[config.mk]
export PLATFORM = sky130hd
export DESIGN_NAME = keypad_alarm_controller
export DESIGN_NICKNAME = d
export VERILOG_FILES = /design/src/hdl/kac_pkg.sv /design/src/hdl/kac_fifo.sv /design/src/hdl/kac_engine.sv /design/src/hdl/keypad_alarm_controller.sv
export SDC_FILE = /design/constraint.sdc
export NUM_CORES = 1
export LEC_CHECK = 0
export BUFFER_PORTS_ARGS = -buffer_cell sky130_fd_sc_hd__buf_4
export CORE_MARGIN = 1.5
export CORE_UTILIZATION = 45
export CTS_BUF_LIST = sky130_fd_sc_hd__clkbuf_8
export DETAILED_ROUTE_END_ITERATION = 12
export PLACE_DENSITY = 0.62
export SLEW_MARGIN = 20
export SYNTH_ARGS = -nofsm -noshare
export SYNTH_HDL_FRONTEND = slang
export SYNTH_HIERARCHICAL = 1
export SYNTH_SLANG_ARGS = --single-unit
[constraint.sdc]
create_clock -name clk -period 7.8 [get_ports clk]
set_clock_uncertainty 0.2 [all_clocks]
set_input_delay 1.56 -clock clk [delete_from_list [all_inputs] [get_ports clk]]
set_output_delay 1.56 -clock clk [all_outputs]
set_load 0.01 [all_outputs]
[src/hdl/kac_pkg.sv]
// ----------------------------------------------------------------------------
// kac_pkg
// Shared types and constants for the keypad alarm controller: register
// indexes, item kinds, field widths and reset values.
// ----------------------------------------------------------------------------
package kac_pkg;

    // Default build parameters.
    localparam int CODE_DIGITS_DEF = 4;
    localparam int ZONES_DEF       = 8;

    // Fixed field widths.
    localparam int DIGIT_W    = 4;
    localparam int PW_W       = 16;
    localparam int PW_DIGITS  = PW_W / DIGIT_W;
    localparam int TICKS_W    = 16;
    localparam int PERIOD_W   = 8;
    localparam int ATT_W      = 2;
    localparam int SHOWN_W    = 2;
    localparam int CFG_IDX_W  = 2;
    localparam int CFG_DATA_W = 16;

    // Reset values of the registers and counters.
    localparam logic [PW_W-1:0]     PASSWORD_RST = '0;
    localparam logic [TICKS_W-1:0]  TICKS_RST    = 16'd1000;
    localparam logic [PERIOD_W-1:0] PERIOD_RST   = 8'd100;
    localparam logic [ATT_W-1:0]    ATT_LOCKOUT  = 2'd3;
    localparam logic [ATT_W-1:0]    ATT_LAST_TRY = 2'd2;

    // Configuration register indexes.
    typedef enum logic [CFG_IDX_W-1:0] {
        REG_PASSWORD       = 2'd0,
        REG_ARM_DELAY      = 2'd1,
        REG_ENTRY_TIMEOUT  = 2'd2,
        REG_SENSOR_PERIOD  = 2'd3
    } cfg_reg_t;

    // Kind of an input item.
    typedef enum logic {
        ITEM_TICK = 1'b0,
        ITEM_KEY  = 1'b1
    } item_kind_t;

endpackage

[src/hdl/kac_fifo.sv]
// ----------------------------------------------------------------------------
// kac_fifo
// Small register queue with push/full and pop/empty sides. Decouples the
// item intake from the state engine and the engine from the result reader.
// ----------------------------------------------------------------------------
module kac_fifo #(
    parameter int WIDTH = 8,
    parameter int DEPTH = 2
) (
    input  logic             clk,
    input  logic             rst_n,
    input  logic             push,
    input  logic [WIDTH-1:0] wdata,
    output logic             full,
    input  logic             pop,
    output logic [WIDTH-1:0] rdata,
    output logic             empty
);

    localparam int PTR_W = (DEPTH > 1) ? $clog2(DEPTH) : 1;
    localparam int CNT_W = $clog2(DEPTH + 1);

    logic [WIDTH-1:0] slot_reg [DEPTH];
    logic [PTR_W-1:0] wr_ptr_reg, wr_ptr_next;
    logic [PTR_W-1:0] rd_ptr_reg, rd_ptr_next;
    logic [CNT_W-1:0] count_reg, count_next;
    logic             do_push;
    logic             do_pop;

    assign full    = (count_reg == CNT_W'(DEPTH));
    assign empty   = (count_reg == '0);
    assign do_push = push && !full;
    assign do_pop  = pop && !empty;
    assign rdata   = slot_reg[rd_ptr_reg];

    // Pointer and fill count update.
    always_comb
    begin
        wr_ptr_next = wr_ptr_reg;
        rd_ptr_next = rd_ptr_reg;
        count_next  = count_reg;
        if (do_push)
        begin
            wr_ptr_next = (wr_ptr_reg == PTR_W'(DEPTH - 1)) ? '0 : wr_ptr_reg + 1'b1;
        end
        if (do_pop)
        begin
            rd_ptr_next = (rd_ptr_reg == PTR_W'(DEPTH - 1)) ? '0 : rd_ptr_reg + 1'b1;
        end
        if (do_push && !do_pop)
        begin
            count_next = count_reg + 1'b1;
        end
        else if (do_pop && !do_push)
        begin
            count_next = count_reg - 1'b1;
        end
    end

    always_ff @(posedge clk or negedge rst_n)
    begin
        if (!rst_n)
        begin
            wr_ptr_reg <= '0;
            rd_ptr_reg <= '0;
            count_reg  <= '0;
        end
        else
        begin
            wr_ptr_reg <= wr_ptr_next;
            rd_ptr_reg <= rd_ptr_next;
            count_reg  <= count_next;
        end
    end

    // Payload slots carry no reset.
    always_ff @(posedge clk)
    begin
        if (do_push)
        begin
            slot_reg[wr_ptr_reg] <= wdata;
        end
    end

endmodule

[src/hdl/kac_engine.sv]
// ----------------------------------------------------------------------------
// kac_engine
// Alarm state engine. Holds the configuration registers and the alarm
// state, applies one tick or key item per cycle while the result queue
// has room and hands the updated status to the result queue.
// ----------------------------------------------------------------------------
module kac_engine #(
    parameter int CODE_DIGITS = kac_pkg::CODE_DIGITS_DEF,
    parameter int ZONES       = kac_pkg::ZONES_DEF
) (
    input  logic                            clk,
    input  logic                            rst_n,
    // Configuration writes.
    input  logic                            cfg_write,
    input  logic [kac_pkg::CFG_IDX_W-1:0]   cfg_index,
    input  logic [kac_pkg::CFG_DATA_W-1:0]  cfg_data,
    // Item side.
    input  logic                            item_valid,
    input  kac_pkg::item_kind_t             item_kind,
    input  logic [kac_pkg::DIGIT_W-1:0]     item_digit,
    input  logic [ZONES-1:0]                item_lines,
    output logic                            item_pop,
    // Result side.
    input  logic                            res_full,
    output logic                            res_push,
    output logic                            res_armed,
    output logic                            res_arming,
    output logic                            res_siren,
    output logic [kac_pkg::ATT_W-1:0]       res_attempts,
    output logic [kac_pkg::SHOWN_W-1:0]     res_digits,
    output logic [ZONES-1:0]                res_zones
);

    import kac_pkg::*;

    localparam int LEN_W = $clog2(CODE_DIGITS + 1);

    // Configuration registers.
    logic [PW_W-1:0]     pw_reg;
    logic [TICKS_W-1:0]  arm_delay_reg;
    logic [TICKS_W-1:0]  timeout_reg;
    logic [PERIOD_W-1:0] period_reg;

    // Alarm state.
    logic                armed_reg, armed_next;
    logic                timer_on_reg, timer_on_next;
    logic                siren_reg, siren_next;
    logic [TICKS_W-1:0]  arm_cnt_reg, arm_cnt_next;
    logic [TICKS_W-1:0]  aec_reg, aec_next;
    logic [TICKS_W-1:0]  iec_reg, iec_next;
    logic                armed_pend_reg, armed_pend_next;
    logic                idle_pend_reg, idle_pend_next;
    logic [PERIOD_W-1:0] sens_cnt_reg, sens_cnt_next;
    logic                sample_pend_reg, sample_pend_next;
    logic [ATT_W-1:0]    att_reg, att_next;
    logic [LEN_W-1:0]    len_reg, len_next;
    logic [ZONES-1:0]    zone_reg, zone_next;
    logic [DIGIT_W-1:0]  digit_reg [CODE_DIGITS];

    logic                    take;
    logic [CODE_DIGITS-1:0]  lane_ok;
    logic                    code_match;

    assign take     = item_valid && !res_full;
    assign item_pop = take;
    assign res_push = take;

    // Configuration write decode.
    always_ff @(posedge clk or negedge rst_n)
    begin
        if (!rst_n)
        begin
            pw_reg        <= PASSWORD_RST;
            arm_delay_reg <= TICKS_RST;
            timeout_reg   <= TICKS_RST;
            period_reg    <= PERIOD_RST;
        end
        else if (cfg_write)
        begin
            unique case (cfg_reg_t'(cfg_index))
                REG_PASSWORD:      pw_reg        <= cfg_data[PW_W-1:0];
                REG_ARM_DELAY:     arm_delay_reg <= cfg_data[TICKS_W-1:0];
                REG_ENTRY_TIMEOUT: timeout_reg   <= cfg_data[TICKS_W-1:0];
                REG_SENSOR_PERIOD: period_reg    <= cfg_data[PERIOD_W-1:0];
                default:           pw_reg        <= pw_reg;
            endcase
        end
    end

    // Digit lanes: each lane stores the key pressed at its position and
    // compares it with its password digit. The lane at the current position
    // sees the incoming key, which completes the entry on the last digit.
    for (genvar i = 0; i < CODE_DIGITS; i++)
    begin : g_lane
        logic [DIGIT_W-1:0] code_digit;
        logic [DIGIT_W-1:0] entry_digit;

        if (i < PW_DIGITS)
        begin : g_stored
            assign code_digit = pw_reg[i*DIGIT_W +: DIGIT_W];
        end
        else
        begin : g_zero
            assign code_digit = '0;
        end

        assign entry_digit = (len_reg == LEN_W'(i)) ? item_digit : digit_reg[i];
        assign lane_ok[i]  = (entry_digit == code_digit);

        always_ff @(posedge clk)
        begin
            if (take && item_kind == ITEM_KEY && len_reg == LEN_W'(i))
            begin
                digit_reg[i] <= item_digit;
            end
        end
    end

    assign code_match = &lane_ok;

    // Item update: a key extends the entry and may complete it, a tick
    // runs the countdowns, the timeouts and the sensor sample.
    always_comb
    begin
        armed_next       = armed_reg;
        timer_on_next    = timer_on_reg;
        siren_next       = siren_reg;
        arm_cnt_next     = arm_cnt_reg;
        aec_next         = aec_reg;
        iec_next         = iec_reg;
        armed_pend_next  = armed_pend_reg;
        idle_pend_next   = idle_pend_reg;
        sens_cnt_next    = sens_cnt_reg;
        sample_pend_next = sample_pend_reg;
        att_next         = att_reg;
        len_next         = len_reg;
        zone_next        = zone_reg;

        if (item_kind == ITEM_KEY)
        begin
            len_next        = len_reg + 1'b1;
            aec_next        = timeout_reg;
            armed_pend_next = 1'b0;
            iec_next        = timeout_reg;
            idle_pend_next  = 1'b0;
            if (len_next == LEN_W'(CODE_DIGITS))
            begin
                len_next = '0;
                if (!code_match)
                begin
                    if (att_reg < ATT_LAST_TRY)
                    begin
                        att_next = att_reg + 1'b1;
                    end
                    else if (att_reg == ATT_LAST_TRY)
                    begin
                        siren_next = 1'b1;
                        att_next   = ATT_LOCKOUT;
                    end
                end
                else if (!armed_reg && !siren_reg)
                begin
                    arm_cnt_next  = arm_delay_reg;
                    timer_on_next = 1'b1;
                    att_next      = '0;
                end
                else
                begin
                    armed_next    = 1'b0;
                    timer_on_next = 1'b0;
                    arm_cnt_next  = arm_delay_reg;
                    att_next      = '0;
                    siren_next    = 1'b0;
                    zone_next     = '0;
                end
            end
        end
        else
        begin
            // Idle entry timer always runs.
            iec_next = iec_reg - 1'b1;
            if (iec_next == '0)
            begin
                iec_next       = timeout_reg;
                idle_pend_next = 1'b1;
            end

            // Countdowns that run while arming or armed.
            if (timer_on_reg)
            begin
                aec_next      = aec_reg - 1'b1;
                arm_cnt_next  = arm_cnt_reg - 1'b1;
                sens_cnt_next = sens_cnt_reg - 1'b1;
                if (aec_next == '0)
                begin
                    aec_next        = timeout_reg;
                    armed_pend_next = 1'b1;
                end
                if (arm_cnt_next == '0)
                begin
                    arm_cnt_next = arm_delay_reg;
                    armed_next   = 1'b1;
                end
                if (sens_cnt_next == '0)
                begin
                    sens_cnt_next    = period_reg;
                    sample_pend_next = 1'b1;
                end
            end

            // Armed timeout drops a partial entry and counts an attempt.
            if (armed_pend_next && len_reg != '0 && armed_next)
            begin
                len_next = '0;
                if (att_reg < ATT_LOCKOUT)
                begin
                    att_next = att_reg + 1'b1;
                end
                aec_next        = timeout_reg;
                armed_pend_next = 1'b0;
            end

            // Idle timeout drops a partial entry while not armed.
            if (idle_pend_next && len_next != '0 && !armed_next)
            begin
                len_next       = '0;
                iec_next       = timeout_reg;
                idle_pend_next = 1'b0;
            end

            // Sensor sample while armed.
            if (armed_next && sample_pend_next)
            begin
                zone_next        = item_lines;
                sample_pend_next = 1'b0;
                if (item_lines != '0)
                begin
                    siren_next = 1'b1;
                end
            end
        end
    end

    // State registers.
    always_ff @(posedge clk or negedge rst_n)
    begin
        if (!rst_n)
        begin
            armed_reg       <= 1'b0;
            timer_on_reg    <= 1'b0;
            siren_reg       <= 1'b0;
            arm_cnt_reg     <= TICKS_RST;
            aec_reg         <= TICKS_RST;
            iec_reg         <= TICKS_RST;
            armed_pend_reg  <= 1'b0;
            idle_pend_reg   <= 1'b0;
            sens_cnt_reg    <= PERIOD_RST;
            sample_pend_reg <= 1'b0;
            att_reg         <= '0;
            len_reg         <= '0;
            zone_reg        <= '0;
        end
        else if (take)
        begin
            armed_reg       <= armed_next;
            timer_on_reg    <= timer_on_next;
            siren_reg       <= siren_next;
            arm_cnt_reg     <= arm_cnt_next;
            aec_reg         <= aec_next;
            iec_reg         <= iec_next;
            armed_pend_reg  <= armed_pend_next;
            idle_pend_reg   <= idle_pend_next;
            sens_cnt_reg    <= sens_cnt_next;
            sample_pend_reg <= sample_pend_next;
            att_reg         <= att_next;
            len_reg         <= len_next;
            zone_reg        <= zone_next;
        end
    end

    // Status after the update goes to the result queue.
    assign res_armed    = armed_next;
    assign res_arming   = timer_on_next;
    assign res_siren    = siren_next;
    assign res_attempts = att_next;
    assign res_digits   = SHOWN_W'(len_next);
    assign res_zones    = zone_next;

endmodule

[src/hdl/keypad_alarm_controller.sv]
// ----------------------------------------------------------------------------
// keypad_alarm_controller
// Intruder alarm controller driven by ticks and keypad digits.
// ----------------------------------------------------------------------------
// Usage:
// Items enter through a queue-style port: drive mode, key_digit and
// sensor_lines and raise push; the beat is taken at a clock edge where
// full is low. A tick (mode 0) carries the sensor lines, a key (mode 1)
// carries one digit. Every item yields one status beat, read queue-style:
// while empty is low the oldest status is on the result ports, and pop
// takes it. Registers are written through cfg_write/cfg_index/cfg_data;
// the user must write them only while the block is idle; the block does not enforce it.
// An accepted item passes from the intake queue to the state engine, and
// its status beat is registered into the status queue. The engine applies
// one item per cycle while the status queue has room, so one item per
// cycle is sustained while the reader pops. Two-entry queues on each side
// let intake run on while a beat waits; full rises only once both are full.
// Reset clears the alarm, empties both queues and reloads the register
// defaults (password 0, 1000-tick delays, 100-tick period).
// ----------------------------------------------------------------------------
module keypad_alarm_controller #(
    parameter int CODE_DIGITS = kac_pkg::CODE_DIGITS_DEF,
    parameter int ZONES       = kac_pkg::ZONES_DEF
) (
    input  logic                            clk,
    input  logic                            rst_n,
    // Configuration.
    input  logic                            cfg_write,
    input  logic [kac_pkg::CFG_IDX_W-1:0]   cfg_index,
    input  logic [kac_pkg::CFG_DATA_W-1:0]  cfg_data,
    // Items.
    input  logic                            push,
    output logic                            full,
    input  logic                            mode,
    input  logic [kac_pkg::DIGIT_W-1:0]     key_digit,
    input  logic [ZONES-1:0]                sensor_lines,
    // Status.
    output logic                            empty,
    input  logic                            pop,
    output logic                            armed,
    output logic                            arming,
    output logic                            siren_on,
    output logic [kac_pkg::ATT_W-1:0]       failed_attempts,
    output logic [kac_pkg::SHOWN_W-1:0]     digits_entered,
    output logic [ZONES-1:0]                violated_zones
);

    import kac_pkg::*;

    localparam int ITEM_W = 1 + DIGIT_W + ZONES;
    localparam int RES_W  = 3 + ATT_W + SHOWN_W + ZONES;

    logic [ITEM_W-1:0]  item_wdata, item_rdata;
    logic               item_empty;
    logic               item_pop;
    item_kind_t         item_kind;
    logic [DIGIT_W-1:0] item_digit;
    logic [ZONES-1:0]   item_lines;

    logic               res_full;
    logic               res_push;
    logic               res_armed;
    logic               res_arming;
    logic               res_siren;
    logic [ATT_W-1:0]   res_attempts;
    logic [SHOWN_W-1:0] res_digits;
    logic [ZONES-1:0]   res_zones;
    logic [RES_W-1:0]   res_wdata, res_rdata;

    // Front: intake queue; items are split by kind on the way out.
    assign item_wdata = {mode, key_digit, sensor_lines};

    kac_fifo #(
        .WIDTH (ITEM_W),
        .DEPTH (2)
    ) u_item_q (
        .clk   (clk),
        .rst_n (rst_n),
        .push  (push),
        .wdata (item_wdata),
        .full  (full),
        .pop   (item_pop),
        .rdata (item_rdata),
        .empty (item_empty)
    );

    assign item_kind  = item_kind_t'(item_rdata[ITEM_W-1]);
    assign item_digit = item_rdata[ZONES +: DIGIT_W];
    assign item_lines = item_rdata[ZONES-1:0];

    // Back: state engine.
    kac_engine #(
        .CODE_DIGITS (CODE_DIGITS),
        .ZONES       (ZONES)
    ) u_engine (
        .clk          (clk),
        .rst_n        (rst_n),
        .cfg_write    (cfg_write),
        .cfg_index    (cfg_index),
        .cfg_data     (cfg_data),
        .item_valid   (!item_empty),
        .item_kind    (item_kind),
        .item_digit   (item_digit),
        .item_lines   (item_lines),
        .item_pop     (item_pop),
        .res_full     (res_full),
        .res_push     (res_push),
        .res_armed    (res_armed),
        .res_arming   (res_arming),
        .res_siren    (res_siren),
        .res_attempts (res_attempts),
        .res_digits   (res_digits),
        .res_zones    (res_zones)
    );

    // Status queue toward the reader.
    assign res_wdata = {res_armed, res_arming, res_siren, res_attempts, res_digits, res_zones};

    kac_fifo #(
        .WIDTH (RES_W),
        .DEPTH (2)
    ) u_res_q (
        .clk   (clk),
        .rst_n (rst_n),
        .push  (res_push),
        .wdata (res_wdata),
        .full  (res_full),
        .pop   (pop),
        .rdata (res_rdata),
        .empty (empty)
    );

    assign armed           = res_rdata[RES_W-1];
    assign arming          = res_rdata[RES_W-2];
    assign siren_on        = res_rdata[RES_W-3];
    assign failed_attempts = res_rdata[ZONES + SHOWN_W +: ATT_W];
    assign digits_entered  = res_rdata[ZONES +: SHOWN_W];
    assign violated_zones  = res_rdata[ZONES-1:0];

endmodule

Word level (Yosys, flattened, before mapping)
Memory sizes are Yosys's and may differ from the RTL's.
Cells that the tools add are included.
- register bits after elaboration: 139
- memory bits (writable): 72
- input port bits: 36
- output and inout port bits: 17
- word-level logic and storage cells: 212
- memories kept: 3
- memories (memory ; words ; width ; read ports ; clocked after Yosys merged registers in ; wr ports ; RTL line ; text):
    u_res_q.slot_reg ; 2 ; 15 ; 1 ; 0 ; 1 ; kac_fifo.sv:23 ; logic [WIDTH-1:0] slot_reg [DEPTH];
    u_item_q.slot_reg ; 2 ; 13 ; 1 ; 0 ; 1 ; kac_fifo.sv:23 ;
    u_engine.digit_reg ; 4 ; 4 ; 4 ; 0 ; 1 ; kac_engine.sv:58 ; logic [DIGIT_W-1:0] digit_reg [CODE_DIGITS];
- $add $sub $neg: 14
- $lt $le $gt $ge: 2
- equality and inequality tests: 16
- mux-type cells: 95
- bitwise logic cells: 1
- reductions and logical operators: 58
- operators with widths (kind ; count):
    two-way mux 16 bit ; 12
    two-way mux 1 bit ; 51
    zero test 16 bit ; 3
    two-way mux 8 bit ; 6
    subtractor 16 x 1 -> 16 bit, second input constant ; 3
    two-way mux 2 bit ; 14
    two-way mux 4 bit ; 7
    logical AND 1 bit ; 20
    == test 4 bit ; 4
    two-way mux 3 bit ; 5
    AND reduction 2 bit ; 6
    OR reduction 4 bit ; 3
    zero test 1 bit ; 11
    == test 2 bit, second input constant ; 5
    nonzero test 3 bit ; 3
    zero test 8 bit ; 1
    AND reduction 4 bit ; 2
    nonzero test 8 bit ; 1
    subtractor 8 x 1 -> 8 bit, second input constant ; 1
    adder 2 x 1 -> 2 bit, second input constant ; 3
    == test 3 x 2 -> 1 bit, second input constant ; 2
    zero test 2 bit ; 3
    nonzero test 2 bit ; 3
    adder 1 bit, second input constant ; 4
    other kinds (10) ; 13

Longest topological paths before layout
Gate-level depths: netlist of the first run.
- depth in word-level cells: 14
- mapped depth: 14
- gate-level depth less buffers: 10

Cells and area by module
Netlist of the first run, hierarchy kept.
- by module, submodules not included (module ; times used ; cells an instance ; area each (um^2) ; seq. area each (um^2)):
    kac_engine ; 1 ; 848 ; 8496.9 ; 3803.6
    kac_fifo (u_res_q) ; 1 ; 66 ; 1331.3 ; 1001.0
    kac_fifo (u_item_q) ; 1 ; 59 ; 1168.6 ; 880.8
    keypad_alarm_controller ; 1 ; 1 ; 3.8 ; 0.0

Worst setup path after synthesis of the first run
Ideal clock, no wire load.
- kind: register to register
- start point: register u_engine.len_reg[0]
- end point: register u_engine.zone_reg[2]
- library setup time: 0.121 ns
- arrival time: 3.020 ns
- slack: 4.459 ns
- cell stages (with the launch flop): 13
- buffers on the path: 2
- period minus slack after synthesis: 3.341 ns
- path through: dfrtp_1 ha_1 ha_1 clkbuf_1 mux2i_1 xnor2_1 nor4_1 nand3_1 nor4_2 a31oi_1 or3_1 buf_2 a22o_1
- word-level cells in the longest chain between the ends: 7
- elaborated cells on any way between the ends: 18
- classes of those cells: add/sub: 1; eq/ne: 8; mux: 7; reduce/logical: 2
- ends and longest elaborated chain (what ; RTL line ; text):
    start, declared ; kac_engine.sv:56 ; logic [LEN_W-1:0] len_reg, len_next;
    start signal, assigned ; kac_engine.sv:276 ; len_reg <= len_next;
    == test 3 x 1 -> 1 bit, or another cell as far along ; kac_engine.sv:107 ; assign entry_digit = (len_reg == LEN_W'(i)) ? item_digit : digit_reg[i];
    two-way mux 4 bit ; kac_engine.sv:107 ;
    == test 4 bit ; kac_engine.sv:108 ; assign lane_ok[i] = (entry_digit == code_digit);
    AND reduction 4 bit ; kac_engine.sv:119 ; assign code_match = &lane_ok;
    two-way mux 8 bit ; kac_engine.sv:149 ; if (!code_match)
    two-way mux 8 bit (*) ; kac_engine.sv:146 ; if (len_next == LEN_W'(CODE_DIGITS))
    two-way mux 8 bit (*) ; kac_engine.sv:139 ; if (item_kind == ITEM_KEY)
    end signal, assigned ; kac_engine.sv:277 ; zone_reg <= zone_next;
    end, declared ; kac_engine.sv:57 ; logic [ZONES-1:0] zone_reg, zone_next;
Every way passes the cells marked *; elsewhere a longest branch is shown, timed or not.
A chain may end at the register's enable or synchronous reset.

Worst setup path after layout of the first run
- start point: register u_engine.len_reg[0]
- end point: register u_engine.zone_reg[7]
The elaborated chain is that of the path after synthesis.

==> flow_summary.json, run 1 <==
{
  "grt_pass1_wl_mm": 40.3,
  "synthTopCellsByCount": "103 x dfrtp_1, 72 x edfxtp_1, 66 x nor2_1",
  "syn_area_mm2": 0.0110,
  "cap_violations": 0,
  "row_count": 57,
  "antennaDiodeCount": 0,
  "startpoint_type": "flop",
  "cts_root_buf": "clkbuf_8",
  "irDropWorstVdd_mv": 0.165,
  "yosys.area.top_type_share_pct": 23.4,
  "ys_warn_count": 6,
  "synth_edf_count": 72,
  "tightest_slew_ns": 1.02,
  "outcome": "complete, no violations",
  "cts_sinks": 211,
  "nNetsFinal": 1068,
  "cts_hold_buffers": 0,
  "timing.final.ws_setup_ns": 3.44,
  "htreeDepth": 2,
  "grt-ovfl-total": 0,
  "cts_buffers": 38,
  "viasPerCell": 5.65,
  "crit_type": "flop to flop",
  "area_delta_synth_final_pct": 11.7,
  "gp_congestion": 0.810,
  "synth_area_leaders": "dfrtp_1 23%, edfxtp_1 20%, dfstp_2 8.6%, mux2_2 6.4%, mux2i_1 2.7%",
  "period_share_pct": 55.9,
  "dpl.hpwl_mm": 16.9,
  "yosysSeqAreaShare_pct": 51.7,
  "ys.flop_type": "dfrtp_1",
  "initial_core_util_pct": 45.5,
  "ctsResizeCount": 0,
  "antenna_found_initial": 0,
  "worstHoldPathType": "flop to flop",
  "grt_pass1_vias": 7462,
  "powerDensity_mw_per_mm2": 351,
  "dr.pass1.iters": 5,
  "die_x_um": 159,
  "post_drt_wl_per_cell_um": 18.3,
  "largest_register_ffs": 30,
  "synth_nets": 1026,
  "ys_seq_elements": 211,
  "core-area_mm2": 0.0242,
  "io_pins": 53,
  "critPathRequiredTime_ns": 8.01,
  "routed_wl_mm": 25.1,
  "place_ws_ns": 3.54,
  "die_height_um": 159,
  "yosys.area.top_type": "dfrtp_1",
  "end_kind": "flop",
  "setup_viol_count_final": 0,
  "vias": 7736,
  "synth_most_common_cell": "dfrtp_1",
  "grt_usage_pct": 19.9,
  "rsz0062_at_grt": "false",
  "cts_tree": "done",
  "synthDistinctLibCells": 80,
  "path_clk_slew_ns": 0.06,
  "fin_crit_ns": 4.36,
  "drc": 0,
  "finalPower_mw": 4.31,
  "p_leak_nw": 4.97,
  "postCtsSetupBuffers": 0,
  "tns_ns": 0,
  "io_buffers": 52,
  "ant_nets": 0,
  "syn_inst": 974,
  "drive_gt1_share_pct": 25.0,
  "clockBufferDepth": 3,
  "grt_max_degree": 72,
  "final-hold-violation-count": 0,
  "max_slew_margin_pct": 31.9,
  "crit_fanout": 9,
  "dieArea_mm2": 0.0254,
  "drv_slew": 0,
  "avgSynthCellArea_um2": 11.3,
  "cp.arrival_ns": 4.57,
  "max_freq_mhz": 229,
  "postSynth.asyncResetShare_pct": 65.9,
  "clkLatencyLatePin_ns": 0.54,
  "drt_iter0_markers": 579
}
worst paths after layout:
| check | startpoint | to | slack, ns | depth (start not counted) |
|---|---|---|---|---|
| min reg2reg | u_res_q/wr_ptr_reg | u_res_q/wr_ptr_reg | 0.31 | 1 |
| min | u_res_q/wr_ptr_reg | u_res_q/wr_ptr_reg | 0.31 | 1 |
| min in group asynchronous | rst_n | u_res_q/rd_ptr_reg | 0.83 | 1 |
| max reg2reg | u_engine/len_reg[0] | u_engine/zone_reg[7] | 3.44 | 10 |
| max | u_engine/len_reg[0] | u_engine/zone_reg[7] | 3.44 | 10 |
| max in group asynchronous | rst_n | u_engine/arm_delay_reg[12] | 5.19 | 2 |
power breakdown:
group	internal [mW]	leakage, nW	total, mW	switching, mW
clock	0.543	0.423	1.01	0.466
sequential	1.52	2.32	1.78	0.258
combinational	0.660	2.23	1.53	0.866
routing by layer:
metal  vias up  global-route usage, %  share of wire (%)
li1       3690                      -                  -
met1      3821                   29.7                 49
met2       195                   30.2                 45
met3        30                   3.18                4.9
met4         0                   5.36                1.5
met5         -                      0                  0
stage by stage:
step / hold slack, ns / instance area, um2 / instances / util, %
floorplan: 0.261 / 11000 / 974 / -
global placement: 0.276 / 11500 / 1299 / 47.7
detailed placement: 0.279 / 11500 / 1299 / 47.7
CTS: 0.292 / 12300 / 1368 / 50.8
global route: 0.317 / 12300 / 1369 / 50.8
finish: 0.307 / 12300 / 1369 / 50.8
critical path, cell delays in order, from the launching register on:
cell and delay [ns]:
dfrtp_1 0.46, inv_1 0.14, ha_1 0.19, nor2b_1 0.69
mux2i_1 0.30, xor2_1 0.17, nand4_1 0.12, nor4_2 0.63
a31oi_1 0.44, or3_1 0.61, a22o_1 0.28
cell families (layout without fill, tap and decap cells):
kind of cell,after synthesis,count (layout),synth area share [%]
AOI/OAI and AO/OA,220,220,13.4
xor gates and xnor gates,34,34,2.71
adders and majority gates,16,16,1.82
buffers and inverters,92,163,4.24
DFF,211,211,51.7
muxes,116,116,12.1
and+or+nand+nor,285,285,14.0
cells in the final DEF, fill, tap and decap left out, drive strengths merged, types with 8 or more instances in the layout:
| cell type | instances |
|---|---|
| dfrtp | 103 |
| mux2 | 86 |
| edfxtp | 72 |
| o21ai | 72 |
| nor2 | 67 |
| nand2 | 62 |
| buf | 62 |
| a21oi | 53 |
| inv | 45 |
| clkbuf | 43 |
| dfstp | 36 |
| mux2i | 30 |
| nand3 | 27 |
| nor4 | 23 |
| nor3 | 22 |
| xor2 | 19 |
| ha | 16 |
| xnor2 | 15 |
| or3 | 14 |
| a31oi | 13 |
| and3 | 12 |
| clkinv | 12 |
| nand2b | 10 |
| a22o | 9 |
| nor3b | 9 |
| nand4 | 8 |
| a22oi | 8 |
layout make-up:
cell class,count,area [um2]
Tap cell,324,405
Fill cell,2169,11900
Multi-Input combinational cell,671,4870
Clock buffer,43,592
Timing Repair Buffer,62,473
Clock inverter,26,146
Inverter,32,120
Sequential cell,211,5690
(Power assumes the default switching activity.)
==> inputs of run 2 (changes only) <==
==> constraint.sdc (replaced) <==
create_clock -name clk -period 4.48 [get_ports clk]
set_clock_uncertainty 0.2 [all_clocks]
set_input_delay 0.896 -clock clk [delete_from_list [all_inputs] [get_ports clk]]
set_output_delay 0.896 -clock clk [all_outputs]
set_load 0.01 [all_outputs]
==> run 2 against run 1 <==
  * Sequential power is 73% higher
  * Hold slack worse by 0.074 ns
  * Cell count is 0.73% higher
  * Combinational power is 76% higher
  * Sequential cell count stayed put
  * Sequential share of layout area is 0.73 points lower
  * Global-route usage is 0.069 points lower
  * First-iteration DRC count is 4.1% lower
==> flow_summary.json, run 2 (synthesis results as in run 1) <==
{
  "startpoint_type": "flop",
  "cts_buffers": 38,
  "multi_input_area_mm2": 0.00486,
  "viasPerCell": 5.61,
  "instances_no_fill": 1379,
  "outcome": "complete, no violations",
  "r2r-start": "u_engine/arm_cnt_reg[0]",
  "cts_sinks": 211,
  "dpl.hpwl_mm": 17.3,
  "timing.final.ws_setup_ns": 0.669,
  "ctsResizeCount": 0,
  "post_drt_wl_per_cell_um": 18.2,
  "drc": 0,
  "ant_nets": 0,
  "end_kind": "flop",
  "antennaDiodeCount": 0,
  "postCtsSetupBuffers": 0,
  "cts_hold_buffers": 0,
  "placedCellCount": 1309,
  "tns_ns": 0,
  "clkLatencyLatePin_ns": 0.54,
  "gp_congestion": 0.839,
  "final_common_cell": "dfrtp_1",
  "drt_iter0_markers": 555,
  "crit_type": "flop to flop",
  "max_freq_mhz": 262,
  "grt_usage_pct": 19.9,
  "io_buffers": 52,
  "io_pins": 53,
  "drive_gt1_share_pct": 26.1,
  "grt_pass1_wl_mm": 40.1,
  "routed_wl_mm": 25.2,
  "rsz0062_at_grt": "false",
  "antenna_found_initial": 0,
  "place_ws_ns": 0.729,
  "die_height_um": 159,
  "die_x_um": 159,
  "p_leak_nw": 5.08,
  "dr.pass1.iters": 7,
  "dieArea_mm2": 0.0254,
  "tightest_slew_ns": 0.957,
  "fill_cells": 2156,
  "htreeDepth": 2,
  "powerDensity_mw_per_mm2": 623,
  "irDropWorstVdd_mv": 0.282,
  "clockBufferDepth": 3,
  "layout.cells.most_common_list": "103 x dfrtp_1, 72 x edfxtp_1, 69 x buf_4, 65 x nor2_1, 63 x mux2_2",
  "largest_register_ffs": 30,
  "core-area_mm2": 0.0242,
  "area_delta_synth_final_pct": 13.5,
  "final_util_pct": 51.6,
  "cap_violations": 0,
  "path_clk_slew_ns": 0.06,
  "cts_root_buf": "clkbuf_8",
  "grt-ovfl-total": 0,
  "period_share_pct": 85.1,
  "cts_tree": "done",
  "cp.arrival_ns": 4.00,
  "max_slew_margin_pct": 36.0,
  "worstHoldPathType": "primary input to async pin",
  "nNetsFinal": 1077,
  "grt_pass1_vias": 7401,
  "vias": 7740,
  "row_count": 57,
  "drv_slew": 0,
  "startpoint": "u_engine/arm_cnt_reg[0]",
  "final-seq-area_mm2": 0.00569,
  "initial_core_util_pct": 45.5,
  "final-hold-violation-count": 0,
  "critPathRequiredTime_ns": 4.67,
  "crit_fanout": 18,
  "grt_max_degree": 80,
  "fin_crit_ns": 3.81,
  "hold_slack_ns": 0.234,
  "setup_viol_count_final": 0
}
## run 2: changes by cell type in the layout (fill, tap and decap cells not counted), sizes merged
| cell | previous run | this run |
|---|---|---|
| buf | 62 | 71 |
| inv | 45 | 46 |
| bufinv | 1 | 4 |
| clkbuf | 43 | 48 |
| clkinv | 12 | 3 |
| clkinvlp | 0 | 1 |
## run 2: worst paths after layout
| kind | cells after the start | end | slack, ns |
|---|---|---|---|
| hold reg to reg | 1 | u_res_q/wr_ptr_reg | 0.30 |
| hold / removal | 1 | u_res_q/rd_ptr_reg | 0.23 |
| min in group clk | 1 | u_res_q/wr_ptr_reg | 0.30 |
| setup / recovery | 11 | u_engine/aec_reg[2] | 0.67 |
| setup reg to reg | 11 | u_engine/aec_reg[2] | 0.67 |
| max in group asynchronous | 2 | u_engine/iec_reg[5] | 3.01 |
## run 2: layout make-up
class / count / share of cell area, %
clock buffer: 48 / 5.29
clock inverter: 22 / 1.62
inverter: 32 / 0.962
multi-input combinational: 671 / 38.9
sequential: 211 / 45.5
tap: 324 / 3.25
timing repair buffer: 71 / 4.40
## run 2: routing by layer
layer,share of wire (%),up-vias,global-route usage [%]
li1,-,3707,-
met1,49,3814,29.4
met2,44,182,30.1
met3,4.6,37,3.23
met4,2.0,0,5.83
met5,0,-,0
## run 2: where the power goes
group | switching (mW) | internal, mW | leakage [nW]
clock network | 0.805 | 1.20 | 0.489
registers | 0.441 | 2.64 | 2.32
logic | 1.53 | 1.17 | 2.28
total | 2.77 | 5.01 | 5.08
## run 2: critical path: stages (launching register included)
cell and delay [ns]:
dfrtp_1 0.50, inv_1 0.12, ha_1 0.32, o21bai_1 0.22
a311o_1 0.40, a311oi_4 0.43, a41oi_4 0.25, nor2_2 0.19
a221o_2 0.40, buf_4 0.30, mux2i_1 0.22, a22oi_1 0.10
## run 2: per-stage QoR
step                      instance area [um2]  total power [mW]
after floorplan                         11000              5.10
after global placement                  11600              5.75
after detailed placement                11600              5.82
after CTS                               12500              7.85
after global routing                    12500              8.28
final                                   12500              7.78
==> inputs of run 3 (changes only) <==
==> constraint.sdc (replaced) <==
create_clock -name clk -period 4.48 [get_ports clk]
set_clock_uncertainty 0.2 [all_clocks]
set_input_delay 0.672 -clock clk [delete_from_list [all_inputs] [get_ports clk]]
set_output_delay 0.672 -clock clk [all_outputs]
set_load 0.01 [all_outputs]
==> run 3 against run 2 <==
  * Via count is 0.62% lower
  * Total power is 1.8% lower
  * Combinational power hardly changed
  * Sequential power hardly changed
  * Worst setup slack better by 0.0049 ns
  * Clock power is 6% lower
  * Cell count hardly changed
  * Sequential share of layout area is 0.19 points higher
  * Design area is 0.41% lower
  * Fmax is 0.13% higher
  * Critical path type unchanged
==> flow_summary.json, run 3 (synthesis results as in run 1) <==
{
  "antenna_found_initial": 0,
  "top_layer": "met4",
  "timing.final.ws_setup_ns": 0.674,
  "dr.pass1.iters": 5,
  "post_drt_wl_per_cell_um": 18.0,
  "routed_wl_mm": 24.9,
  "crit_fanout": 34,
  "tightest_slew_ns": 1.01,
  "final_common_cell": "dfrtp_1",
  "hp-start": "sensor_lines[5]",
  "p_leak_nw": 5.06,
  "clkLatencyLatePin_ns": 0.55,
  "drv_slew": 0,
  "switchingPower_mw": 2.77,
  "wl_met2_mm": 11.0,
  "critPathRequiredTime_ns": 4.71,
  "area_delta_synth_final_pct": 13.0,
  "route.met3.wl_um": 984,
  "ctsResizeCount": 0,
  "multi_input_area_mm2": 0.00486,
  "grt_pass1_vias": 7438,
  "cts_buffers": 38,
  "largest_register_ffs": 30,
  "irDropWorstVdd_mv": 0.320,
  "dpl.hpwl_mm": 16.9,
  "reg2reg_slack_ns": 0.67,
  "fin_crit_ns": 3.81,
  "rr_endpoint": "u_engine/aec_reg[4]",
  "clockBufferDepth": 3,
  "vias": 7692,
  "io_buffers": 52,
  "grt_pass1_wl_mm": 40.5,
  "drive_gt1_share_pct": 25.9,
  "ant_nets": 0,
  "layout.cells.most_common_list": "103 x dfrtp_1, 72 x edfxtp_1, 69 x buf_4, 65 x nor2_1, 63 x mux2_2",
  "reg2reg_depth": 10,
  "wl_met1_mm": 12.4,
  "fill_cells": 2165,
  "cap_violations": 0,
  "antennaDiodeCount": 0,
  "rsz0062_at_grt": "false",
  "drt_iter0_markers": 512,
  "worstHoldEndpoint": "u_item_q/slot_reg[0][5]",
  "clkPwrFrac_pct": 24.6,
  "outcome": "complete, no violations",
  "crit_path_cell_trace": "inv_1 -> ha_1 -> o21bai_1 -> a311o_1 -> a311oi_4 -> a41oi_4 -> nor2_2 -> a221o_2 -> nor4_1 -> a311o_1",
  "die_x_um": 159,
  "dpl_cell_area_mm2": 0.0116,
  "critPathSlowestCell": "a221o_2",
  "final_util_pct": 51.4,
  "grt_max_degree": 79,
  "end_kind": "flop",
  "tns_ns": 0,
  "crit_top_cell": "a311o_1",
  "holdPathStages": 1,
  "postCtsSetupBuffers": 0,
  "max_freq_mhz": 263,
  "swShare_pct": 36.3,
  "cts_tree": "done",
  "p_comb_share_pct": 35.2,
  "intPower_mw": 4.87,
  "htreeDepth": 2,
  "worstHoldPathType": "primary input to flop",
  "crit_type": "flop to flop",
  "cts_sinks": 211,
  "r2r-start": "u_engine/arm_cnt_reg[0]",
  "cts_hold_buffers": 1,
  "drc": 0,
  "pwr-share-seq_pct": 40.2,
  "period_share_pct": 85.0,
  "grt-ovfl-total": 0,
  "nNetsFinal": 1078,
  "die_height_um": 159,
  "finalPower_mw": 7.64,
  "viasPerCell": 5.57,
  "cp.arrival_ns": 4.03,
  "gp_congestion": 0.846,
  "powerDensity_mw_per_mm2": 615,
  "dieArea_mm2": 0.0254,
  "initial_core_util_pct": 45.5,
  "core-area_mm2": 0.0242,
  "setup_viol_count_final": 0,
  "grt_usage_pct": 20.0,
  "final-seq-area_mm2": 0.00569,
  "io_pins": 53,
  "max_slew_margin_pct": 32.1,
  "path_clk_slew_ns": 0.06,
  "final-hold-violation-count": 0,
  "stdcell_area_mm2": 0.0124,
  "cts_root_buf": "clkbuf_8",
  "place_ws_ns": 0.714,
  "row_count": 57,
  "slowest_delay_ns": 0.63,
  "startpoint_type": "flop"
}
-- run 3: cell count changes in the layout (fill, tap and decap cells not counted) --
| cell | before | now |
|---|---|---|
| clkinv_1 | 0 | 1 |
| clkinvlp_4 | 1 | 0 |
| dlygate4sd3_1 | 0 | 1 |
| inv_8 | 1 | 2 |
| bufinv_16 | 4 | 2 |
| clkinv_2 | 3 | 5 |
| inv_6 | 0 | 1 |
| clkbuf_8 | 48 | 46 |
-- run 3: area by class of cell --
cell class | instances | area share (%)
sequential | 211 | 45.7
multi-input combinational | 671 | 39.1
clock buffer | 46 | 5.09
timing repair buffer | 72 | 4.50
tap | 324 | 3.26
clock inverter | 24 | 1.36
inverter | 32 | 0.966
-- run 3: critical path, delay by kind of cell (launching register included) --
kind            cells  cell delay (ns)
compound gates      6             2.24
fa+ha+maj           1             0.31
buf+inv             1             0.11
flops               1             0.49
simple gates        2             0.31
-- run 3: power by group through the flow --
stage                     combinational, mW  sequential [mW]  clock, mW
final                                  2.69             3.07       1.88
after detailed placement               2.70             3.10          0
after global placement                 2.66             3.08          0
after floorplan                        2.16             2.93          0
after CTS                              2.71             3.07       1.93
after global routing                   2.98             3.15       2.02
-- run 3: stage by stage --
stage               hold slack, ns  std cells
global placement             0.276       1309
detailed placement           0.291       1309
CTS                         0.0843       1380
finish                       0.113       1380
floorplan                    0.176        974
global route                0.0818       1380
-- run 3: worst max-delay path by stage --
| stage | start | end | slack [ns] | cells after the start |
|---|---|---|---|---|
| after CTS | u_engine/arm_cnt_reg[0] | u_engine/aec_reg[4] | 0.68 | 10 |
| after global placement | u_engine/arm_cnt_reg[0] | u_engine/aec_reg[4] | 0.83 | 10 |
| after global routing | u_engine/arm_cnt_reg[0] | u_engine/aec_reg[4] | 0.39 | 10 |
| after floorplan | u_engine/len_reg[0] | u_engine/zone_reg[2] | 1.14 | 12 |
| final | u_engine/arm_cnt_reg[0] | u_engine/aec_reg[4] | 0.67 | 10 |
| after detailed placement | u_engine/arm_cnt_reg[0] | u_engine/aec_reg[4] | 0.71 | 10 |
-- run 3: per-layer routing --
metal,vias up,GRT usage (%)
met5,-,0
met4,0,5.70
met3,32,3.07
met2,136,29.7
met1,3818,30.3
li1,3706,-
